`config.mk`:
```
export PLATFORM = sky130hd
export DESIGN_NAME = terminal_escape_key_decoder_top
export DESIGN_NICKNAME = d
export VERILOG_FILES = /design/src/rtl/tekd_pkg.sv /design/src/rtl/terminal_escape_key_decoder_top.sv
export SDC_FILE = /design/constraint.sdc
export NUM_CORES = 1
export LEC_CHECK = 0
export BUFFER_PORTS_ARGS = -buffer_cell sky130_fd_sc_hd__buf_2
export CAP_MARGIN = 20
export CORE_MARGIN = 2
export CORE_UTILIZATION = 25
export DETAILED_ROUTE_END_ITERATION = 8
export GPL_ROUTABILITY_DRIVEN = 0
export PLACE_DENSITY = 0.52
export SYNTH_ARGS = -nofsm -noshare
export SYNTH_HDL_FRONTEND = slang
export SYNTH_SLANG_ARGS = --single-unit
```
`constraint.sdc`:
```
create_clock -name clk -period 5.5 [get_ports clk]
set_input_delay 1.1 -clock clk [delete_from_list [all_inputs] [get_ports clk]]
set_output_delay 1.1 -clock clk [all_outputs]
set_load 0.02 [all_outputs]
```
`src/rtl/tekd_pkg.sv`:
```
// Package with key codes, character constants and the classification function of the key decoder.
package tekd_pkg;

  localparam int unsigned KeyW = 5;
  typedef logic [KeyW-1:0] key_code_t;
  typedef logic [7:0]      byte_t;
  typedef logic [2:0]      len_t;

  localparam key_code_t KC_INVALID      = 5'd0;
  localparam key_code_t KC_INCOMPLETE   = 5'd1;
  localparam key_code_t KC_ESC          = 5'd2;
  localparam key_code_t KC_UP           = 5'd3;
  localparam key_code_t KC_DOWN         = 5'd4;
  localparam key_code_t KC_RIGHT        = 5'd5;
  localparam key_code_t KC_LEFT         = 5'd6;
  localparam key_code_t KC_HOME         = 5'd7;
  localparam key_code_t KC_END          = 5'd8;
  localparam key_code_t KC_SHIFT_TAB    = 5'd9;
  localparam key_code_t KC_F1           = 5'd10;
  localparam key_code_t KC_F2           = 5'd11;
  localparam key_code_t KC_F3           = 5'd12;
  localparam key_code_t KC_F4           = 5'd13;
  localparam key_code_t KC_F5           = 5'd14;
  localparam key_code_t KC_F6           = 5'd15;
  localparam key_code_t KC_F7           = 5'd16;
  localparam key_code_t KC_F8           = 5'd17;
  localparam key_code_t KC_F9           = 5'd18;
  localparam key_code_t KC_F10          = 5'd19;
  localparam key_code_t KC_F11          = 5'd20;
  localparam key_code_t KC_F12          = 5'd21;
  localparam key_code_t KC_INSERT       = 5'd22;
  localparam key_code_t KC_DELETE       = 5'd23;
  localparam key_code_t KC_PGUP         = 5'd24;
  localparam key_code_t KC_PGDN         = 5'd25;
  localparam key_code_t KC_SHIFT_RIGHT  = 5'd26;
  localparam key_code_t KC_SHIFT_LEFT   = 5'd27;
  localparam key_code_t KC_SHIFT_DELETE = 5'd28;

  localparam byte_t CH_ESC   = 8'h1B;
  localparam byte_t CH_LBRK  = 8'h5B;  // '['
  localparam byte_t CH_O     = 8'h4F;
  localparam byte_t CH_TILDE = 8'h7E;
  localparam byte_t CH_SEMI  = 8'h3B;
  localparam byte_t CH_A     = 8'h41;
  localparam byte_t CH_B     = 8'h42;
  localparam byte_t CH_C     = 8'h43;
  localparam byte_t CH_D     = 8'h44;
  localparam byte_t CH_F     = 8'h46;
  localparam byte_t CH_H     = 8'h48;
  localparam byte_t CH_P     = 8'h50;
  localparam byte_t CH_Q     = 8'h51;
  localparam byte_t CH_R     = 8'h52;
  localparam byte_t CH_S     = 8'h53;
  localparam byte_t CH_Z     = 8'h5A;
  localparam byte_t CH_0     = 8'h30;
  localparam byte_t CH_1     = 8'h31;
  localparam byte_t CH_2     = 8'h32;
  localparam byte_t CH_3     = 8'h33;
  localparam byte_t CH_4     = 8'h34;
  localparam byte_t CH_5     = 8'h35;
  localparam byte_t CH_6     = 8'h36;
  localparam byte_t CH_7     = 8'h37;
  localparam byte_t CH_8     = 8'h38;
  localparam byte_t CH_9     = 8'h39;

  localparam len_t LEN_1 = 3'd1;
  localparam len_t LEN_2 = 3'd2;
  localparam len_t LEN_3 = 3'd3;
  localparam len_t LEN_4 = 3'd4;
  localparam len_t LEN_5 = 3'd5;
  localparam len_t LEN_6 = 3'd6;

  // Bytes at or beyond the length must already be zero.
  function automatic key_code_t classify(input byte_t b0, input byte_t b1, input byte_t b2,
                                         input byte_t b3, input byte_t b4, input byte_t b5,
                                         input len_t n);
    byte_t     last;
    logic      esc_csi;
    key_code_t kc;
    esc_csi = (b0 == CH_ESC) && (b1 == CH_LBRK);
    case (n)
      LEN_1:   last = b0;
      LEN_2:   last = b1;
      LEN_3:   last = b2;
      LEN_4:   last = b3;
      LEN_5:   last = b4;
      default: last = b5;
    endcase
    kc = KC_INVALID;
    if (n == 3'd0 || n == 3'd7) begin
      kc = KC_INVALID;
    end else if (b0 == CH_ESC && n == LEN_2 && (b1 == CH_LBRK || b1 == CH_O)) begin
      kc = KC_INCOMPLETE;
    end else if (b0 == CH_ESC && n >= LEN_3 && b1 == CH_LBRK &&
                 !(last inside {[CH_A:CH_Z], CH_TILDE})) begin
      kc = KC_INCOMPLETE;
    end else if (n == LEN_1 && b0 == CH_ESC) begin
      kc = KC_ESC;
    end else if (n == LEN_3 && esc_csi && (b2 inside {CH_A, CH_B, CH_C, CH_D,
                                                      CH_H, CH_F, CH_Z})) begin
      case (b2)
        CH_A:    kc = KC_UP;
        CH_B:    kc = KC_DOWN;
        CH_C:    kc = KC_RIGHT;
        CH_D:    kc = KC_LEFT;
        CH_H:    kc = KC_HOME;
        CH_F:    kc = KC_END;
        default: kc = KC_SHIFT_TAB;
      endcase
    end else if (n == LEN_3 && b0 == CH_ESC && b1 == CH_O &&
                 (b2 inside {[CH_P:CH_S]})) begin
      case (b2)
        CH_P:    kc = KC_F1;
        CH_Q:    kc = KC_F2;
        CH_R:    kc = KC_F3;
        default: kc = KC_F4;
      endcase
    end else if (n >= LEN_5 && esc_csi && b4 == CH_TILDE &&
                 ((b2 == CH_1 && (b3 inside {CH_5, CH_7, CH_8, CH_9})) ||
                  (b2 == CH_2 && (b3 inside {CH_0, CH_1, CH_3, CH_4})))) begin
      case ({b2, b3})
        {CH_1, CH_5}: kc = KC_F5;
        {CH_1, CH_7}: kc = KC_F6;
        {CH_1, CH_8}: kc = KC_F7;
        {CH_1, CH_9}: kc = KC_F8;
        {CH_2, CH_0}: kc = KC_F9;
        {CH_2, CH_1}: kc = KC_F10;
        {CH_2, CH_3}: kc = KC_F11;
        default:      kc = KC_F12;
      endcase
    end else if (n == LEN_4 && b3 == CH_TILDE && (b2 inside {CH_2, CH_3, CH_5, CH_6})) begin
      // Only the third and fourth bytes are compared for the editing keys.
      case (b2)
        CH_2:    kc = KC_INSERT;
        CH_3:    kc = KC_DELETE;
        CH_5:    kc = KC_PGUP;
        default: kc = KC_PGDN;
      endcase
    end else if (n == LEN_6 && esc_csi && b3 == CH_SEMI && b4 == CH_2) begin
      if (b2 == CH_1 && b5 == CH_C) begin
        kc = KC_SHIFT_RIGHT;
      end else if (b2 == CH_1 && b5 == CH_D) begin
        kc = KC_SHIFT_LEFT;
      end else if (b2 == CH_3 && b5 == CH_TILDE) begin
        kc = KC_SHIFT_DELETE;
      end else begin
        kc = KC_INVALID;
      end
    end
    return kc;
  endfunction

endpackage

```
`src/rtl/terminal_escape_key_decoder_top.sv`:
```
// Top level of the terminal escape-sequence key decoder: input register, classifier, result register.
// A key code passes from the input register through the classifier into the result register.
// Throughput: one item per cycle; the input register and the result register form
// a two-stage pipeline that advances whenever the result register is free or taken.
// Reset: synchronous active-low rst_n empties both stages; payload registers are not reset.
// The block keeps no state between items.
module terminal_escape_key_decoder_top (
  input  logic                clk,
  input  logic                rst_n,
  input  logic                in_valid,
  output logic                in_ready,
  input  tekd_pkg::byte_t     in_byte_0,
  input  tekd_pkg::byte_t     in_byte_1,
  input  tekd_pkg::byte_t     in_byte_2,
  input  tekd_pkg::byte_t     in_byte_3,
  input  tekd_pkg::byte_t     in_byte_4,
  input  tekd_pkg::byte_t     in_byte_5,
  input  tekd_pkg::len_t      in_seq_length,
  output logic                out_valid,
  input  logic                out_ready,
  output tekd_pkg::key_code_t out_key_code
);
  import tekd_pkg::*;

  logic      s1_valid_r;
  byte_t     b_r [6];
  len_t      len_r;
  logic      out_valid_r;
  key_code_t key_r;

  logic      s2_ready;
  logic      s1_ready;
  byte_t     bm [6];
  key_code_t key_nxt;

  assign s2_ready = !out_valid_r || out_ready;
  assign s1_ready = !s1_valid_r || s2_ready;
  assign in_ready = s1_ready;

  // Bytes beyond the valid length are zeroed so that they never match a pattern.
  always_comb begin
    for (int i = 0; i < 6; i++) begin
      bm[i] = (3'(i) < len_r) ? b_r[i] : 8'h00;
    end
    key_nxt = classify(bm[0], bm[1], bm[2], bm[3], bm[4], bm[5], len_r);
  end

  always_ff @(posedge clk) begin
    if (!rst_n) begin
      s1_valid_r  <= 1'b0;
      out_valid_r <= 1'b0;
    end else begin
      if (s1_ready) begin
        s1_valid_r <= in_valid;
      end
      if (s2_ready) begin
        out_valid_r <= s1_valid_r;
      end
    end
  end

  always_ff @(posedge clk) begin
    if (in_valid && s1_ready) begin
      b_r[0] <= in_byte_0;
      b_r[1] <= in_byte_1;
      b_r[2] <= in_byte_2;
      b_r[3] <= in_byte_3;
      b_r[4] <= in_byte_4;
      b_r[5] <= in_byte_5;
      len_r  <= in_seq_length;
    end
    if (s1_valid_r && s2_ready) begin
      key_r <= key_nxt;
    end
  end

  assign out_valid    = out_valid_r;
  assign out_key_code = key_r;

endmodule

```
; Word level (Yosys, flattened, before mapping)
; Memory sizes are Yosys's and may differ from the RTL's.
; Index checks and enable logic that the tools add are counted.
[totals]
register_bits = 10
ramBits = 48
in_bits = 55
out_inout_bits = 7
wordCells = 136
mem_count = 1
[memory_table]
columns = name, words, width, read_ports, rd_ports_with_merged_regs, write_ports, line_no
row1 = b_r, 6, 8, 6, 0, 6, terminal_escape_key_decoder_top.sv:26  ; byte_t b_r [6];
[op_classes]
n_lt_le_gt_ge = 12
eq_ne = 48
n_mux = 24
n_reduce_logical = 45
[op_table]
columns = op, n
row1 = $eq A8 B7 Y1 const B, 18
row2 = $eq A8 B6 Y1 const B, 15
row3 = $eq A16 B14 Y1 const B, 7
row4 = $mux W8, 6
row5 = $mux W5, 8
row6 = $pmux W8 S5, 1
row7 = $pmux W5 S7, 1
row8 = $logic_and A1 B1 Y1, 29
row9 = $pmux W4 S6, 1
row10 = $ge A8 B7 Y1 const B, 2
row11 = $le A8 B7 Y1 const B, 2
row12 = $eq A3 B3 Y1 const B, 4
row13 = $pmux W4 S3, 1
row14 = $reduce_bool A4 Y1, 3
row15 = $pmux W3 S3, 1
row16 = $eq A8 B5 Y1 const B, 1
row17 = $reduce_bool A7 Y1, 1
row18 = $eq A3 B2 Y1 const B, 2
row19 = $lt A1 B3 Y1 const A, 2
row20 = $lt A2 B3 Y1 const A, 2
row21 = $lt A3 B3 Y1 const A, 2
row22 = $logic_or A1 B1 Y1, 5
row23 = $mux W1, 4
row24 = $reduce_or A4 Y1, 1
row25 = 8 further kinds, 10

; Logic depth before layout (Yosys ltp)
[depth]
ltp_word = 15
mapped_depth = 10
mapped_depth_nobuf = 7

; Worst setup path after synthesis
; OpenSTA, ideal clock, no wires.
[synth_timing]
path_type = input to register
from = input port out_ready
to = memory b_r[0][0] (netlist name), enable pin
setup_ns = 0.414
arrival_ns = 2.609
required_ns = 5.086
slack_ns = 2.477
cell_stages = 3
n_path_buf = 0
path_cell_list = nor2b_1 nand2_1 and2_1
[synth_rtl]
columns = element, line_no
row1 = from (decl), terminal_escape_key_decoder_top.sv:20  ; input logic out_ready,
row2 = to (decl), terminal_escape_key_decoder_top.sv:26

; Worst setup path in the final report
[layout_timing]
from = register len_r[0]
to = register key_r[3] (netlist: out_key_code[3]), data pin
[layout_between]
elab_chain_cells = 12
elab_cells_between_ends = 113
[layout_lines]
columns = element, line_no
row1 = from (decl), terminal_escape_key_decoder_top.sv:27  ; len_t len_r;
row2 = from (signal assigned), terminal_escape_key_decoder_top.sv:70  ; len_r <= in_seq_length;
row3 = branches (longest 12 deep; another with $ge A8 B7 Y1), n/a
row4 = to (signal assigned), terminal_escape_key_decoder_top.sv:73  ; key_r <= key_nxt;
row5 = to (decl), terminal_escape_key_decoder_top.sv:29  ; key_code_t key_r;
; Several ways; the timed one is not identified.
; A chain may end at the register's enable or synchronous reset.

==> summary.md <==
| Metric | Value |
|---|---|
| Global-route wire length before repair | 13900 um |
| Die Wd | 118 um |
| Root buffer cell | clkbuf_16 |
| Critical path capture point type | register |
| Setup WS post-layout | 2.18 ns |
| FF+latch area | 1720 sq um |
| Setup Skew | 0.00461 ns |
| Final Hold Violating Endpoints | 0 |
| Syn Area/Cell | 11.3 sq um |
| Synthesized flop and latch total | 58 |
| Crit path required time | 5.54 ns |
| Power per cell area | 284 nW/um^2 |
| Leakage | 1.39 nW |
| Die Y | 118 um |
| Final critical-path share of the clock period | 60.3% |
| Site row count | 41 |
| Seq/Total Area, Yosys | 53.1% |
| Critical path arrival | 3.36 ns |
| Crit Path Class | register to register |
| Pin count of the biggest net entering global routing | 37 |
| Aggregate global-route resource usage | 12.8% |
| Final WL | 8610 um |
| Initial antenna violation count | 0 |
| CTS tree | done |
| Drc violations | 0 |
| Main synth FF type | edfxtp_1 |
| CTS clk-pin slew, worst paths | 0.05 ns |
| Remaining global-route overflow | 0 |
| # diodes | 0 |
| R2R setup slack | 2.18 ns |
| Detailed-route via count | 2648 |
| Setup Buffers After CTS | 0 |
| Synthesized instance count | 286 |
| Area Growth Syn to Fin | 22.5% |
| Post-synth EDFFs | 56 |
| Final Max Tran Viols | 0 |
| Drt pass-1 iters | 5 |
| Peak supply drop | 0.000120 V |
| Initial Util | 25.7% |
| Startpoint types | register |
| Final nets | 401 |
| Core area | 12600 sq um |
| CTS sink cnt | 58 |
| Outcome | complete, no violations |
| Ys Warns | 0 |
| DR iter-0 viols | 226 |
| Die area | 13900 sq um |
| Via/cell ratio | 5.06 |
| CTS HTree Levels | 3 |
| Maximum fanout along the worst path | 29 |
| Detailed placement HPWL | 6520 um |
| Final setup viols | 0 |
| Area taken by multi-input logic gates | 1430 sq um |
| Post-synth net total | 341 |
| Netlist cell types | 64 |
| Maximum clock frequency | 0.302 GHz |
| Mapped cell area | 3240 sq um |
| IO Count | 62 |
| Wire per inst | 16.5 um |
| Post-Layout Inst Area | 3970 sq um |
| Slew @ Worst Pin | 1.05 ns |
| CTS buffer count | 9 |
| Max-slew headroom | 30.0% |
| Post-DP Area | 3720 sq um |
| Layout cells sized above 1 | 26.8% |
| Post-CTS sizing | 0 |
| Asr flop ratio synth | 0% |
| Vias in the first global route | 2674 |
| Tmin final | 3.32 ns |
| RSZ-0062 raised after global routing | false |
| Hold buffers post-CTS | 0 |
| Worst skew pair latency | 0.32 ns |
| Post-route setup TNS | 0 ns |
| Place WS | 2.22 ns |
| Number of routed nets with antenna violations | 0 |
| Fill cell count | 1349 |
| Maxcap violations | 0 |
| CTS max path bufs | 2 |
| Port Buffers | 61 |
| HP Class | register to register |
final cells by class:
type                            instances  area share (%)
Clock buffer                           11            5.86
Clock inverter                          5           0.536
Inverter                                6           0.567
Multi-Input combinational cell        209            36.1
Sequential cell                        58            43.4
Tap cell                              172            5.42
Timing Repair Buffer                   62            8.19
path summary, 6_finish.rpt:
check                                 from  cells past startpoint         endpoint
worst max-delay path              len_r[0]                      6  out_key_code[3]
worst min-delay path            s1_valid_r                      1        out_valid
worst max register to register    len_r[0]                      6  out_key_code[3]
worst min register to register  s1_valid_r                      1        out_valid
sequential cells by signal, indices dropped and copies added, names as in the netlist:
| register | count |
|---|---|
| b_r | 48 |
| out_key_code | 5 |
| len_r | 3 |
| out_valid | 1 |
| s1_valid_r | 1 |
logic make-up (layout without fill, tap and decap cells):
| group | after synthesis | after routing | share of synthesized area, % |
|---|---|---|---|
| AOI/OAI and AO/OA | 77 | 77 | 17.4 |
| buffers and inverters | 19 | 84 | 2.70 |
| and+or+nand+nor | 116 | 116 | 21.5 |
| muxes | 14 | 14 | 4.75 |
| xor gates and xnor gates | 2 | 2 | 0.541 |
| DFF | 58 | 58 | 53.1 |
placed cells by master, fill, tap and decap left out, types with 3 or more instances in the layout:
cell	instances
a221o_1	3
nor2b_1	13
or2_2	4
nand2b_1	5
nand4b_1	3
nor4bb_1	4
nor4_1	4
inv_1	6
o22ai_1	8
buf_2	61
a211oi_1	4
or3_1	5
mux2i_1	3
and2_1	3
nand2_1	17
nand3b_1	3
nor3_1	7
o21bai_1	3
clkinv_1	3
o41ai_1	3
or4_1	5
o211ai_1	4
nand3_1	4
a21oi_1	12
o21ai_0	11
nor3b_1	3
nand4_1	8
edfxtp_1	56
a22o_1	3
clkbuf_16	9
nor2_1	16
mux2_2	11
worst max-delay path, stage by stage (launching register included):
cell       delay [ns]
edfxtp_1         1.04
mux2_2           0.44
o311ai_0         0.38
o2111ai_1        0.19
or2_2            0.34
a32oi_1          0.51
nor4b_1          0.12
synth_stat cells (5+ instances only):
cell type / n / area (sq um)
a21oi_1: 12 / 60.1
nand2_1: 17 / 63.8
or3_1: 5 / 31.3
o22ai_1: 8 / 50.1
mux2_2: 11 / 124
inv_1: 6 / 22.5
nor2_1: 16 / 60.1
clkbuf_1: 5 / 18.8
or4_1: 5 / 37.5
nand4_1: 8 / 50.1
o21ai_0: 11 / 55.1
nor2b_1: 13 / 81.3
nor3_1: 7 / 35.0
nand2b_1: 5 / 31.3
edfxtp_1: 56 / 1680
buf_2: 7 / 35.0
power breakdown:
part | internal [mW] | leakage (nW) | switching (mW)
Combinational | 0.0521 | 0.707 | 0.0528
Sequential | 0.515 | 0.559 | 0.0340
Clock | 0.297 | 0.126 | 0.175
routing by layer:
metal  global-route usage, %  vias to the layer above  routed length (um)
met5                       0                        -                   0
met4                    4.89                        0                 154
met3                    3.59                       12                 413
met2                    20.9                       88                4110
met1                    15.9                     1270                3930
li1                        -                     1278                   -
per-stage QoR:
| stage | instances | hold WS, ns | total power [mW] | util, % |
|---|---|---|---|---|
| after global routing | 523 | 0.547 | 1.18 | 31.5 |
| after global placement | 506 | 0.500 | 0.660 | 29.3 |
| after detailed placement | 507 | 0.522 | 0.662 | 29.5 |
| final | 523 | 0.526 | 1.13 | 31.5 |
| after CTS | 523 | 0.529 | 1.14 | 31.5 |
| after floorplan | 286 | 0.477 | 0.614 | - |
Power figures use the tool's default switching activity.
